**src/hw/rtl/srpa_pkg.sv**
```systemverilog
// Package for the serial receive packet assembler.
// Holds field widths, default parameter values, mode, status and sequencer codes.
// No dependencies; srpa_if and the top level refer to it by scoped names.
`default_nettype none

package srpa_pkg;

	// Widths of the item fields as seen on the channels.
	localparam int MODE_W    = 3;
	localparam int DATA_W    = 8;
	localparam int SEL_W     = 2;
	localparam int OFFSET_W  = 6;
	localparam int STATUS_W  = 2;
	localparam int FOUND_W   = 2;
	localparam int LENGTH_W  = 7;
	localparam int TIMEOUT_W = 16;

	// Default sizes of the buffer pool.
	localparam int NUM_BUFFERS_DEF  = 4;
	localparam int BUFFER_BYTES_DEF = 64;

	// Idle timeout after reset, in ticks.
	localparam logic [TIMEOUT_W-1:0] TIMEOUT_RESET = 16'd50;

	typedef enum logic [MODE_W-1:0] {
		MODE_BYTE    = 3'd0,
		MODE_TICK    = 3'd1,
		MODE_FIND    = 3'd2,
		MODE_READ    = 3'd3,
		MODE_RELEASE = 3'd4
	} mode_t;

	typedef enum logic [STATUS_W-1:0] {
		STATUS_OK   = 2'd0,
		STATUS_DROP = 2'd1,
		STATUS_NONE = 2'd2
	} status_t;

	typedef enum logic [1:0] {
		ST_IDLE = 2'd0,
		ST_PICK = 2'd1,
		ST_EXEC = 2'd2,
		ST_DONE = 2'd3
	} state_t;

endpackage

`default_nettype wire

```
**src/hw/rtl/srpa_if.sv**
```systemverilog
// Channel interfaces of the serial receive packet assembler: input items,
// result items and the configuration write channel. Depends on srpa_pkg.
`default_nettype none

interface srpa_in_if;
	logic                          valid;
	logic                          ready;
	logic [srpa_pkg::MODE_W-1:0]   mode;
	logic [srpa_pkg::DATA_W-1:0]   data_byte;
	logic [srpa_pkg::SEL_W-1:0]    buffer_select;
	logic [srpa_pkg::OFFSET_W-1:0] byte_offset;

	modport source (output valid, mode, data_byte, buffer_select, byte_offset, input ready);
	modport sink (input valid, mode, data_byte, buffer_select, byte_offset, output ready);
endinterface

interface srpa_out_if;
	logic                          valid;
	logic                          ready;
	logic [srpa_pkg::STATUS_W-1:0] status;
	logic [srpa_pkg::FOUND_W-1:0]  found_buffer;
	logic [srpa_pkg::LENGTH_W-1:0] packet_length;
	logic [srpa_pkg::DATA_W-1:0]   read_byte;
	logic                          packet_closed;

	modport source (output valid, status, found_buffer, packet_length, read_byte,
		packet_closed, input ready);
	modport sink (input valid, status, found_buffer, packet_length, read_byte,
		packet_closed, output ready);
endinterface

interface srpa_cfg_if;
	logic                           valid;
	logic                           ready;
	logic [srpa_pkg::TIMEOUT_W-1:0] data;

	modport source (output valid, data, input ready);
	modport sink (input valid, data, output ready);
endinterface

`default_nettype wire

```
**src/hw/rtl/srpa_ram.sv**
```systemverilog
// Generic single write port, single read port RAM with registered read data.
// No dependencies.
`default_nettype none

module srpa_ram #(
	parameter int WIDTH = 8,
	parameter int DEPTH = 256
) (
	input  wire logic                     clk,
	input  wire logic                     we,
	input  wire logic [$clog2(DEPTH)-1:0] waddr,
	input  wire logic [WIDTH-1:0]         wdata,
	input  wire logic                     re,
	input  wire logic [$clog2(DEPTH)-1:0] raddr,
	output logic      [WIDTH-1:0]         rdata
);

	logic [WIDTH-1:0] mem [DEPTH];

	always_ff @(posedge clk) begin
		if (we) begin
			mem[waddr] <= wdata;
		end
		if (re) begin
			rdata <= mem[raddr];
		end
	end

endmodule

`default_nettype wire

```
**src/hw/rtl/srpa_search.sv**
```systemverilog
// Lowest-set-bit search over the per-buffer flag vector, shared by the
// open-buffer and closed-buffer lookups. No dependencies.
`default_nettype none

module srpa_search #(
	parameter int N     = 4,
	parameter int IDX_W = 2
) (
	input  wire logic [N-1:0]     flags,
	output logic                  hit,
	output logic      [IDX_W-1:0] idx
);

	// Scanning from the top down leaves the lowest set position in idx.
	always_comb begin
		hit = 1'b0;
		idx = '0;
		for (int i = N - 1; i >= 0; i--) begin
			if (flags[i]) begin
				hit = 1'b1;
				idx = IDX_W'(i);
			end
		end
	end

endmodule

`default_nettype wire

```
**src/hw/rtl/serial_rx_packet_assembler_unit.sv**
```systemverilog
// Top level of the serial receive packet assembler: sequencer, buffer state,
// result register. Depends on srpa_pkg, srpa_if, srpa_ram and srpa_search.
//
// Usage. Items arrive on rx_in (valid/ready) and carry a mode: byte received,
// timer tick, find a closed packet, read a stored byte, or release all closed
// packets. Each item gives exactly one result item on rx_out (valid/ready).
// The idle timeout is written through cfg, which is always ready; it should
// only be written while no item is in flight.
//
// Timing. An accepted item walks a four step sequencer: accept, buffer search,
// execute (state update and packet memory access), and result load. A new
// item is only taken after the result of the previous one has been loaded
// into the output register. The four sequencer steps, built around one search
// unit and one packet memory access per item, set the pace at which items are
// taken.
//
// Stalls. The result sits in an output register; the sequencer only waits in
// its last step when the previous result has not been taken yet.
//
// Reset. arst_n clears all fill counts, closed flags, the current buffer, the
// idle counter and the result valid flag, and loads the timeout with 50 ticks.
// The packet memory is not cleared; a read of a byte that was never written
// returns whatever the memory holds.
`default_nettype none

module serial_rx_packet_assembler_unit #(
	parameter int NUM_BUFFERS  = srpa_pkg::NUM_BUFFERS_DEF,
	parameter int BUFFER_BYTES = srpa_pkg::BUFFER_BYTES_DEF
) (
	input wire logic    clk,
	input wire logic    arst_n,
	srpa_in_if.sink     rx_in,
	srpa_out_if.source  rx_out,
	srpa_cfg_if.sink    cfg
);

	localparam int BUF_W  = (NUM_BUFFERS > 1) ? $clog2(NUM_BUFFERS) : 1;
	localparam int OFF_W  = $clog2(BUFFER_BYTES);
	localparam int FILL_W = $clog2(BUFFER_BYTES + 1);
	localparam int DEPTH  = NUM_BUFFERS * BUFFER_BYTES;
	localparam int ADDR_W = $clog2(DEPTH);
	localparam logic [FILL_W-1:0] FILL_FULL = FILL_W'(BUFFER_BYTES);

	// Sequencer state and the captured item.
	srpa_pkg::state_t                  state_q, state_d;
	logic [srpa_pkg::MODE_W-1:0]       mode_q;
	logic [srpa_pkg::DATA_W-1:0]       data_q;
	logic [srpa_pkg::SEL_W-1:0]        sel_q;
	logic [srpa_pkg::OFFSET_W-1:0]     off_q;

	// Buffer pool bookkeeping.
	logic                              cur_valid_q;
	logic [BUF_W-1:0]                  cur_q;
	logic [NUM_BUFFERS-1:0]            closed_q;
	logic [FILL_W-1:0]                 fill_q [NUM_BUFFERS];
	logic [srpa_pkg::TIMEOUT_W-1:0]    idle_q;
	logic [srpa_pkg::TIMEOUT_W-1:0]    timeout_q;

	// Results of the search step, used by the execute step.
	logic                              hit_q;
	logic [BUF_W-1:0]                  idx_q;
	srpa_pkg::status_t                 status_q;

	// Values prepared in the execute step.
	logic [srpa_pkg::FOUND_W-1:0]      found_q;
	logic [srpa_pkg::LENGTH_W-1:0]     length_q;
	logic                              pclosed_q;
	logic                              rd_ok_q;

	// Output register.
	logic                              out_valid_q;
	logic [srpa_pkg::STATUS_W-1:0]     out_status_q;
	logic [srpa_pkg::FOUND_W-1:0]      out_found_q;
	logic [srpa_pkg::LENGTH_W-1:0]     out_length_q;
	logic [srpa_pkg::DATA_W-1:0]       out_byte_q;
	logic                              out_closed_q;

	// Sequencer controls.
	logic in_take, pick_en, exec_en, load_en;

	// Search unit and shared reads.
	logic [NUM_BUFFERS-1:0]            srch_flags;
	logic                              srch_hit;
	logic [BUF_W-1:0]                  srch_idx;
	logic                              need_new;
	logic [BUF_W-1:0]                  fill_addr;
	logic [FILL_W-1:0]                 fill_sel;
	logic [FILL_W-1:0]                 fill_inc;
	logic [srpa_pkg::TIMEOUT_W-1:0]    idle_next;
	logic                              rd_in_range;

	// Packet memory port.
	logic                              mem_we, mem_re;
	logic [ADDR_W-1:0]                 mem_waddr, mem_raddr;
	logic [srpa_pkg::DATA_W-1:0]       mem_rdata;

	//----------------------------------------------------------------------
	// Sequencer: next state.
	//----------------------------------------------------------------------
	always_comb begin
		state_d = state_q;
		case (state_q)
			srpa_pkg::ST_IDLE: begin
				if (rx_in.valid) begin
					state_d = srpa_pkg::ST_PICK;
				end
			end
			srpa_pkg::ST_PICK: state_d = srpa_pkg::ST_EXEC;
			srpa_pkg::ST_EXEC: state_d = srpa_pkg::ST_DONE;
			srpa_pkg::ST_DONE: begin
				if (!out_valid_q || rx_out.ready) begin
					state_d = srpa_pkg::ST_IDLE;
				end
			end
			default: state_d = srpa_pkg::ST_IDLE;
		endcase
	end

	// Sequencer: step controls.
	always_comb begin
		rx_in.ready = 1'b0;
		pick_en     = 1'b0;
		exec_en     = 1'b0;
		load_en     = 1'b0;
		case (state_q)
			srpa_pkg::ST_IDLE: rx_in.ready = 1'b1;
			srpa_pkg::ST_PICK: pick_en = 1'b1;
			srpa_pkg::ST_EXEC: exec_en = 1'b1;
			srpa_pkg::ST_DONE: load_en = !out_valid_q || rx_out.ready;
			default: rx_in.ready = 1'b0;
		endcase
	end

	assign in_take = rx_in.valid && rx_in.ready;

	always_ff @(posedge clk or negedge arst_n) begin
		if (!arst_n) begin
			state_q <= srpa_pkg::ST_IDLE;
		end else begin
			state_q <= state_d;
		end
	end

	// The item is held for the whole sequence.
	always_ff @(posedge clk) begin
		if (in_take) begin
			mode_q <= rx_in.mode;
			data_q <= rx_in.data_byte;
			sel_q  <= rx_in.buffer_select;
			off_q  <= rx_in.byte_offset;
		end
	end

	//----------------------------------------------------------------------
	// Configuration: the timeout register is always writable.
	//----------------------------------------------------------------------
	assign cfg.ready = 1'b1;

	always_ff @(posedge clk or negedge arst_n) begin
		if (!arst_n) begin
			timeout_q <= srpa_pkg::TIMEOUT_RESET;
		end else if (cfg.valid) begin
			timeout_q <= cfg.data;
		end
	end

	//----------------------------------------------------------------------
	// Shared search: lowest closed buffer for a find, lowest open buffer
	// otherwise.
	//----------------------------------------------------------------------
	assign srch_flags = (mode_q == srpa_pkg::MODE_FIND) ? closed_q : ~closed_q;

	srpa_search #(
		.N     (NUM_BUFFERS),
		.IDX_W (BUF_W)
	) u_search (
		.flags (srch_flags),
		.hit   (srch_hit),
		.idx   (srch_idx)
	);

	// A byte needs a new buffer when there is none or the current one closed.
	assign need_new = !cur_valid_q || closed_q[cur_q];

	// One fill count read per cycle: the found buffer for a find, else the
	// current buffer.
	assign fill_addr = (mode_q == srpa_pkg::MODE_FIND) ? idx_q : cur_q;
	assign fill_sel  = fill_q[fill_addr];
	assign fill_inc  = fill_sel + FILL_W'(1);

	// The idle counter saturates at its top value.
	assign idle_next = (idle_q != '1) ? idle_q + srpa_pkg::TIMEOUT_W'(1) : idle_q;

	assign rd_in_range = (32'(sel_q) < NUM_BUFFERS) && (32'(off_q) < BUFFER_BYTES);

	//----------------------------------------------------------------------
	// Buffer state updates in the search and execute steps.
	//----------------------------------------------------------------------
	always_ff @(posedge clk or negedge arst_n) begin
		if (!arst_n) begin
			cur_valid_q <= 1'b0;
			cur_q       <= '0;
			closed_q    <= '0;
			idle_q      <= '0;
			hit_q       <= 1'b0;
			idx_q       <= '0;
			status_q    <= srpa_pkg::STATUS_OK;
			found_q     <= '0;
			length_q    <= '0;
			pclosed_q   <= 1'b0;
			rd_ok_q     <= 1'b0;
			for (int i = 0; i < NUM_BUFFERS; i++) begin
				fill_q[i] <= '0;
			end
		end else if (pick_en) begin
			hit_q    <= srch_hit;
			idx_q    <= srch_idx;
			status_q <= srpa_pkg::STATUS_OK;
			if (mode_q == srpa_pkg::MODE_BYTE && need_new) begin
				if (srch_hit) begin
					cur_valid_q <= 1'b1;
					cur_q       <= srch_idx;
				end else begin
					cur_valid_q <= 1'b0;
					status_q    <= srpa_pkg::STATUS_DROP;
				end
			end
			if (mode_q == srpa_pkg::MODE_FIND && !srch_hit) begin
				status_q <= srpa_pkg::STATUS_NONE;
			end
		end else if (exec_en) begin
			found_q   <= '0;
			length_q  <= '0;
			pclosed_q <= 1'b0;
			rd_ok_q   <= 1'b0;
			case (mode_q)
				srpa_pkg::MODE_BYTE: begin
					if (status_q == srpa_pkg::STATUS_OK) begin
						if (fill_sel < FILL_FULL) begin
							fill_q[cur_q] <= fill_inc;
							if (fill_inc >= FILL_FULL) begin
								closed_q[cur_q] <= 1'b1;
								pclosed_q       <= 1'b1;
							end
						end
						idle_q <= '0;
					end
				end
				srpa_pkg::MODE_TICK: begin
					idle_q <= idle_next;
					if (cur_valid_q && !closed_q[cur_q] && fill_sel != '0 &&
						idle_next >= timeout_q) begin
						closed_q[cur_q] <= 1'b1;
						pclosed_q       <= 1'b1;
					end
				end
				srpa_pkg::MODE_FIND: begin
					if (hit_q) begin
						found_q  <= srpa_pkg::FOUND_W'(idx_q);
						length_q <= srpa_pkg::LENGTH_W'(fill_sel);
					end
				end
				srpa_pkg::MODE_READ: begin
					rd_ok_q <= rd_in_range;
				end
				srpa_pkg::MODE_RELEASE: begin
					for (int i = 0; i < NUM_BUFFERS; i++) begin
						if (closed_q[i]) begin
							closed_q[i] <= 1'b0;
							fill_q[i]   <= '0;
						end
					end
				end
				default: rd_ok_q <= 1'b0;
			endcase
		end
	end

	//----------------------------------------------------------------------
	// Packet memory: bytes are written in the execute step of a received
	// byte, and read in the execute step of a read item.
	//----------------------------------------------------------------------
	assign mem_we = exec_en && (mode_q == srpa_pkg::MODE_BYTE) &&
		(status_q == srpa_pkg::STATUS_OK) && (fill_sel < FILL_FULL);
	assign mem_waddr = ADDR_W'(32'(cur_q) * BUFFER_BYTES + 32'(fill_sel[OFF_W-1:0]));
	assign mem_re    = exec_en && (mode_q == srpa_pkg::MODE_READ) && rd_in_range;
	assign mem_raddr = ADDR_W'(32'(sel_q) * BUFFER_BYTES + 32'(off_q));

	srpa_ram #(
		.WIDTH (srpa_pkg::DATA_W),
		.DEPTH (DEPTH)
	) u_store (
		.clk   (clk),
		.we    (mem_we),
		.waddr (mem_waddr),
		.wdata (data_q),
		.re    (mem_re),
		.raddr (mem_raddr),
		.rdata (mem_rdata)
	);

	//----------------------------------------------------------------------
	// Output register. The read data stays put after the execute step, so
	// it can be loaded however long the previous result stalls.
	//----------------------------------------------------------------------
	always_ff @(posedge clk or negedge arst_n) begin
		if (!arst_n) begin
			out_valid_q <= 1'b0;
		end else if (load_en) begin
			out_valid_q <= 1'b1;
		end else if (rx_out.ready) begin
			out_valid_q <= 1'b0;
		end
	end

	always_ff @(posedge clk) begin
		if (load_en) begin
			out_status_q <= status_q;
			out_found_q  <= found_q;
			out_length_q <= length_q;
			out_byte_q   <= rd_ok_q ? mem_rdata : '0;
			out_closed_q <= pclosed_q;
		end
	end

	assign rx_out.valid         = out_valid_q;
	assign rx_out.status        = out_status_q;
	assign rx_out.found_buffer  = out_found_q;
	assign rx_out.packet_length = out_length_q;
	assign rx_out.read_byte     = out_byte_q;
	assign rx_out.packet_closed = out_closed_q;

`ifndef SYNTHESIS
	// An accepted item always enters the search step next.
	a_take_to_pick: assert property (@(posedge clk) disable iff (!arst_n)
		in_take |=> state_q == srpa_pkg::ST_PICK)
		else $error("accepted item did not start the search step");

	// A current buffer that is still open can never be full.
	a_open_not_full: assert property (@(posedge clk) disable iff (!arst_n)
		(cur_valid_q && !closed_q[cur_q]) |-> fill_q[cur_q] < FILL_FULL)
		else $error("open current buffer holds a full fill count");

	// A new result only appears out of the result load step.
	a_result_from_done: assert property (@(posedge clk) disable iff (!arst_n)
		$rose(out_valid_q) |-> $past(state_q == srpa_pkg::ST_DONE))
		else $error("result shown outside the load step");
`endif

endmodule

`default_nettype wire
```
**src/flat_wrapper.sv**
```systemverilog
// flat-port wrapper written by rule: the top's interface ports become plain ports
module serial_rx_packet_assembler_unit_flat 
#(
	parameter int NUM_BUFFERS  = srpa_pkg::NUM_BUFFERS_DEF,
	parameter int BUFFER_BYTES = srpa_pkg::BUFFER_BYTES_DEF
)
  (clk, arst_n, rx_in_valid, rx_in_mode, rx_in_data_byte, rx_in_buffer_select, rx_in_byte_offset, rx_in_ready, rx_out_valid, rx_out_status, rx_out_found_buffer, rx_out_packet_length, rx_out_read_byte, rx_out_packet_closed, rx_out_ready, cfg_valid, cfg_data, cfg_ready);
  srpa_in_if rx_in_i ();
  srpa_out_if rx_out_i ();
  srpa_cfg_if cfg_i ();
  input wire logic clk;
  input wire logic arst_n;
  input wire logic [$bits(rx_in_i.valid)-1:0] rx_in_valid;
  input wire logic [$bits(rx_in_i.mode)-1:0] rx_in_mode;
  input wire logic [$bits(rx_in_i.data_byte)-1:0] rx_in_data_byte;
  input wire logic [$bits(rx_in_i.buffer_select)-1:0] rx_in_buffer_select;
  input wire logic [$bits(rx_in_i.byte_offset)-1:0] rx_in_byte_offset;
  output wire logic [$bits(rx_in_i.ready)-1:0] rx_in_ready;
  output wire logic [$bits(rx_out_i.valid)-1:0] rx_out_valid;
  output wire logic [$bits(rx_out_i.status)-1:0] rx_out_status;
  output wire logic [$bits(rx_out_i.found_buffer)-1:0] rx_out_found_buffer;
  output wire logic [$bits(rx_out_i.packet_length)-1:0] rx_out_packet_length;
  output wire logic [$bits(rx_out_i.read_byte)-1:0] rx_out_read_byte;
  output wire logic [$bits(rx_out_i.packet_closed)-1:0] rx_out_packet_closed;
  input wire logic [$bits(rx_out_i.ready)-1:0] rx_out_ready;
  input wire logic [$bits(cfg_i.valid)-1:0] cfg_valid;
  input wire logic [$bits(cfg_i.data)-1:0] cfg_data;
  output wire logic [$bits(cfg_i.ready)-1:0] cfg_ready;
  assign rx_in_i.valid = rx_in_valid;
  assign rx_in_i.mode = rx_in_mode;
  assign rx_in_i.data_byte = rx_in_data_byte;
  assign rx_in_i.buffer_select = rx_in_buffer_select;
  assign rx_in_i.byte_offset = rx_in_byte_offset;
  assign rx_in_ready = rx_in_i.ready;
  assign rx_out_valid = rx_out_i.valid;
  assign rx_out_status = rx_out_i.status;
  assign rx_out_found_buffer = rx_out_i.found_buffer;
  assign rx_out_packet_length = rx_out_i.packet_length;
  assign rx_out_read_byte = rx_out_i.read_byte;
  assign rx_out_packet_closed = rx_out_i.packet_closed;
  assign rx_out_i.ready = rx_out_ready;
  assign cfg_i.valid = cfg_valid;
  assign cfg_i.data = cfg_data;
  assign cfg_ready = cfg_i.ready;
  serial_rx_packet_assembler_unit #(.NUM_BUFFERS(NUM_BUFFERS), .BUFFER_BYTES(BUFFER_BYTES)) u_core (.clk(clk), .arst_n(arst_n), .rx_in(rx_in_i), .rx_out(rx_out_i), .cfg(cfg_i));
endmodule
```
**config.mk**
```make
export PLATFORM = sky130hd
export DESIGN_NAME = serial_rx_packet_assembler_unit_flat
export DESIGN_NICKNAME = d
export VERILOG_FILES = /design/src/hw/rtl/srpa_pkg.sv /design/src/hw/rtl/srpa_if.sv /design/src/hw/rtl/srpa_ram.sv /design/src/hw/rtl/srpa_search.sv /design/src/hw/rtl/serial_rx_packet_assembler_unit.sv /design/src/flat_wrapper.sv
export SDC_FILE = /design/constraint.sdc
export NUM_CORES = 2
export LEC_CHECK = 0
export BUFFER_PORTS_ARGS = -buffer_cell sky130_fd_sc_hd__buf_4
export CORE_MARGIN = 5
export CORE_UTILIZATION = 65
export DETAILED_ROUTE_END_ITERATION = 7
export PLACE_DENSITY = 0.81
export REMOVE_ABC_BUFFERS = 1
export SLEW_MARGIN = 20
export SYNTH_ARGS = -nofsm -noshare
export SYNTH_HDL_FRONTEND = slang
export SYNTH_SLANG_ARGS = --single-unit
```
**constraint.sdc**
```tcl
create_clock -name clk -period 10.45 [get_ports clk]
set_input_delay 2.6125 -clock clk [delete_from_list [all_inputs] [get_ports clk]]
set_output_delay 2.6125 -clock clk [all_outputs]
set_load 0.02 [all_outputs]
```
== After elaboration in Yosys (flattened, before gate mapping) ==
Memory sizes are Yosys's and may differ from the RTL's. A register that Yosys moved wholly into a read port is not among the register bits.
Cells that the tools add are included.
Widths: inputs -> output; s select.
Operators by class
  $add $sub $neg: 4
  multipliers: 0
  div/mod/pow operators: 0
  $lt $le $gt $ge: 8
  equality and inequality tests: 18
  shift operators: 0
  multiplexer cells: 60
  bitwise gates (word level): 5
  reductions and logical operators: 36
Operators by type and width (count)
  $mux 7: 9
  $mux 28: 2
  $pmux 28 s2: 1
  $mux 16: 2
  $pmux 16 s2: 1
  $bwmux 28: 1
  $reduce_and 6->1: 4
  $mux 2: 11
  $mux 1: 21
  $mux 4: 5
  $add 16x1->16 const B: 1
  $add 8x6->8: 2
  $ge 16x16->1: 1
  $ne 16x16->1 const B: 1
  $bmux 7 s2: 1
  $demux 7 s2: 1
  $ne 2x1->1 const B: 7
  $logic_and 1x1->1: 12
  $pmux 4 s3: 1
  $pmux 2 s4: 1
  $add 7x1->7 const B: 1
  $ge 7x7->1 const B: 1
  $lt 7x7->1 const B: 1
  $reduce_and 7->1: 1
  27 further kinds: 42
Storage, ports and cells
  register bits after elaboration: 125
  bits in latches: 0
  RAM bits: 2048
  memory bits (read-only): 0
  input bits: 40
  output and inout port bits: 23
  word-level logic and storage cells: 159
  memories: 1
Memories
  u_core.u_store.mem: depth 256, width 8, read ports 1, clocked after Yosys merged registers in 1, write ports 1, line srpa_ram.sv:18  | logic [WIDTH-1:0] mem [DEPTH];

== Logic depth before layout (Yosys ltp) ==
  word-level depth: 12
  mapped depth: 13
  depth with buffers taken out: 12

== Cells and area by module ==
A second synthesis with hierarchy kept.
Unflattened totals
  cells, all modules: 4323
  area total of the unflattened synthesis: 86168.9 um^2
Modules (own cells, without submodules)
  srpa_ram: times used 1, cells each 3733, area each 79636.4 um^2, sequential area each 61739.2 um^2
  serial_rx_packet_assembler_unit: times used 1, cells each 583, area each 6497.5 um^2, sequential area each 3326.9 um^2
  srpa_search: times used 1, cells each 7, area each 35.0 um^2, sequential area each 0.0 um^2

== Least setup slack after synthesis ==
No wires, ideal clock.
  path type: register to register
  start point: register u_core.data_q[0] in the netlist's numbering
  end point: memory u_core.u_store.mem[0][0] (data pin)
  library setup time: 0.817 ns
  arrival time: 3.228 ns
  required time: 9.633 ns
  slack: 6.404 ns
  stages on the path, launching flop included: 1
  path buffers: 0
  period minus slack after synthesis: 4.046 ns
  path through: edfxtp_1
RTL lines
  start: declaration: line serial_rx_packet_assembler_unit.sv:47  | logic [srpa_pkg::DATA_W-1:0] data_q;
  start signal: assignment: line serial_rx_packet_assembler_unit.sv:148  | data_q <= rx_in.data_byte;
  end: declaration: line srpa_ram.sv:18
No word-level cell before the write port.

== Final worst setup path ==
  start point: register u_core.mode_q[2] in the netlist's numbering
  end point: memory u_core.u_store.mem[41][1], enable pin
On the way
  cells in the longest elaborated chain, start to end: 10
  elaborated cells on any way between the ends: 14
  classes of those cells: 1 x add/sub; 1 x order compare; 1 x eq/ne; 6 x mux; 1 x bitwise; 4 x reduce/logical
RTL lines
  start: declaration: line serial_rx_packet_assembler_unit.sv:46  | logic [srpa_pkg::MODE_W-1:0] mode_q;
  start signal: assignment: line serial_rx_packet_assembler_unit.sv:147  | mode_q <= rx_in.mode;
  $eq 3x2->1: line serial_rx_packet_assembler_unit.sv:187  | assign fill_addr = (mode_q == srpa_pkg::MODE_FIND) ? idx_q : cur_q;
  $mux 2: line serial_rx_packet_assembler_unit.sv:187
  $not 2->3 (implied by the code): line serial_rx_packet_assembler_unit.sv:188  | assign fill_sel = fill_q[fill_addr];
  $bmux 7 s2: line serial_rx_packet_assembler_unit.sv:188
  $mux 7 (implied by the code) (2 in series): line serial_rx_packet_assembler_unit.sv:188
  $lt 7x7->1: line serial_rx_packet_assembler_unit.sv:284  | (status_q == srpa_pkg::STATUS_OK) && (fill_sel < FILL_FULL);
  $logic_and 1x1->1: line serial_rx_packet_assembler_unit.sv:284
  $mux 1: line srpa_ram.sv:21  | if (we) begin
  $mux 1 (implied by the code): line srpa_ram.sv:22  | mem[waddr] <= wdata;
Several ways; a longest one is shown, not always the timed one. The select of a mux whose other input is x is not followed.

==> summary.md <==
| Metric | Value |
|---|---|
| Max Clk Rate | `0.190 GHz` |
| Ys flop type | `edfxtp_1` |
| Std-Cell Rows | `133` |
| P_leak | `29.7 nW` |
| Setup CP Type | `flip-flop to flip-flop` |
| Clk pin slew, worst setup/hold paths | `approximately 0.060 ns` |
| Latest clock arrival within the worst-skew pair | `0.84 ns` |
| Vias in the first global route | `roughly 46,000` |
| Vias per inst | `around 7.3` |
| Global-route wire length before repair | `approximately 310 mm` |
| Vias | `between 40,000 and 50,000` |
| Unrepaired setup endpoints after global routing | `false` |
| Final setup vio count | `0` |
| Cell count of the worst reg-to-reg path | `8` |
| Post_cts resized | `0` |
| Synthesized cell area | `85,400 um^2` |
| Setup TNS | `0 ns` |
| Worst hold path class | `flip-flop to flip-flop` |
| CP Launch Type | `flip-flop` |
| Req. time, crit path | `between 10 and 15 ns` |
| Pre-antenna DRT Iters | `8` |
| Die footprint | `139,000 um^2` |
| Drt initial violations | `between 7,000 and 8,000` |
| Initial antenna violation count | `7` |
| Initial Util | `65.2%` |
| I/O Pins | `63` |
| Port bufs | `between 60 and 70` |
| Final Max Tran Viols | `0` |
| Min Tclk post-route | `~5.3 ns` |
| H-tree levels | `4` |
| Syn_area_per_cell | `19.9 um^2` |
| Number of max-cap violations | `0` |
| Power Dens Cells | `209 nW/um^2` |
| Most frequent cells in the layout | `edfxtp_1 (2,095), mux4_2 (453), nor2_1 (317)` |
| Commonest non-fill, non-tap cell in the layout | `edfxtp_1` |
| Global placement routability congestion | `0.915` |
| Setup Buffers After CTS | `0` |
| Residual DRC | `1` |
| Post-synth EDFFs | `2,095` |
| DP Wirelength | `117 mm` |
| Sequential share of the synthesized area | `about three quarters` |
| Status | `complete, but fails checks` |
| Failing checks | `design-rule violations` |
| Synthesis-to-layout area growth | `9.94%` |
| Yosys cell types | `73` |
| Mapped Cells | `4,291` |
| Total routed wirelength | `216 mm` |
| CP endpoint kind | `flip-flop` |
| Clk sinks | `2,181` |
| DP Worst Slack | `about 5.3 ns` |
| Worst Clk Skew | `between 0.03 and 0.04 ns` |
| Total CTS buffers | `199` |
| Placed cells | `slightly below 6,000` |
| CTS tree | `yes` |
| Slew @ Worst Pin | `roughly 1.3 ns` |
| Post-route ant nets | `0` |
| CP max FO | `15` |
| Max_slew headroom | `between 10% and 20%` |
| Root Buffer | `clkbuf_16` |
| FFs w/ async S/R, synth | `3.94%` |
| Post-CTS Hold Buffers | `0` |
| Cell Count, Final, Fillers Out | `~6,300` |
| Core area | `between 100,000 and 150,000 um^2` |
| Number of synthesized register bits | `approximately 2,200` |
| Post-route clock period utilization | `50.4%` |
| Share of cells above drive strength 1 | `about a fifth` |
| All-Layer GR Usage | `31.5%` |
| Chip width | `372 um` |
| Fillers | `7,037` |
| Final net count | `between 4,000 and 5,000` |
| Largest net degree at the start of global routing | `around 260` |
| Fin. Hold Viols | `0` |
| CP Data Arrival Time | `between 5 and 6 ns` |
| DR WL/cell | `34.3 um` |
| Gr ovfl total | `0` |
| Setup ws final | `around 5.2 ns` |
| CTS Buffer Depth | `3` |
| Worst hold path depth | `0` |
| Die height | `about 370 um` |
| Peak VDD IR | `0.000213 V` |
| Synth warnings | `0` |
==> stage by stage <==
stage / hold WS (ns) / area, um^2 / power, mW / util, %
detailed placement: 0.444 / 87500 / 12.7 / 66.8
global route: 0.478 / 93800 / 20.1 / 71.7
CTS: 0.465 / 93700 / 19.6 / 71.6
global placement: 0.442 / 87500 / 12.6 / 66.8
floorplan: 0.425 / 84100 / 12.8 / -
finish: 0.459 / 93900 / 19.6 / 71.7
==> path summary, 6_finish.rpt <==
path,start,endpoint,slack [ns]
min in group asynchronous,arst_n,u_core.closed_q[3]$_DFFE_PN0P_,1.76
min reg2reg,u_core.found_q[1]$_DFFE_PN0P_,u_core.rx_out.found_buffer[1]$_DFFE_PP_,0.46
max reg2reg,u_core.mode_q[2]$_DFFE_PP_,u_core.u_store.mem[41][1]$_DFFE_PP_,5.18
max,u_core.mode_q[2]$_DFFE_PP_,u_core.u_store.mem[41][1]$_DFFE_PP_,5.18
max in group asynchronous,arst_n,u_core.idle_q[4]$_DFFE_PN0P_,7.64
min,u_core.found_q[1]$_DFFE_PN0P_,u_core.rx_out.found_buffer[1]$_DFFE_PP_,0.46
==> where the power goes <==
part           internal [mW]  switching (mW)  total [mW]
sequential              9.96          0.0895        10.0
clock                   3.80            3.21        7.01
combinational          0.868            1.68        2.55
==> area by class of cell <==
type	count	area [um^2]	share of cell area (%)
Clock buffer	252	5300	5.65
Antenna cell	1	2.50	0.00267
Clock inverter	118	896	0.955
Tap cell	1755	2200	2.34
Sequential cell	2181	65100	69.3
Timing Repair Buffer	141	1250	1.34
Multi-Input combinational cell	1827	19000	20.3
Inverter	32	120	0.128
==> critical path, stage by stage (launching register included) <==
cell and delay, ns:
edfxtp_1 0.57, or3b_1 0.69, a21oi_1 0.41, mux2_2 0.50
inv_1 0.20, ha_1 0.26, nand3_1 0.96, buf_4 0.62
nor2_1 0.64
==> cell usage after synthesis, drive strengths merged (17+ instances only) <==
cell type	count	area (um^2)
a221oi	65	569
o22ai	71	444
mux2	21	236
inv	31	116
ha	25	313
nand2	140	526
a22oi	84	631
dfrtp	83	2080
edfxtp	2095	62900
nor2	320	1200
a21oi	33	165
o211ai	17	128
and2	20	125
a22o	43	377
nand2b	17	106
nand3	78	390
mux4	453	10200
buf	138	791
clkbuf	113	425
mux2i	156	1570
o21ai	81	405
==> sequential cells by signal, summed over array words and instances (netlist names), 3 cells and up <==
register	flops
u_core.rx_out.read_byte	8
u_core.off_q	6
u_core.data_q	8
u_core.fill_q	28
u_core.timeout_q	16
u_core.closed_q	4
u_core.u_store.mem	2048
u_core.rx_out.packet_length	7
u_core.length_q	7
u_core.u_store.rdata	8
u_core.idle_q	16
u_core.mode_q	3
==> layer usage <==
metal	global-route usage [%]	routed length, um	up-vias
li1	-	-	17900
met5	0	62	-
met2	49.1	103000	3986
met4	13.6	11200	8
met3	7.77	27600	672
met1	43.6	74000	23300
==> kinds of logic (layout without fill, tap and decap cells) <==
family                     count (synthesis)  count (layout)  share of synthesized area, %
DFF                                     2181            2181                          76.2
and+or+nand+nor                          687             687                          3.72
muxes                                    630             630                          14.1
AOI/OAI and AO/OA                        470             470                          3.92
buffers and inverters                    283             543                          1.57
adders and majority gates                 25              25                         0.366
xor gates and xnor gates                  14              14                         0.144
other                                      1               2                       0.00439
Power figures use the tool's default switching activity.
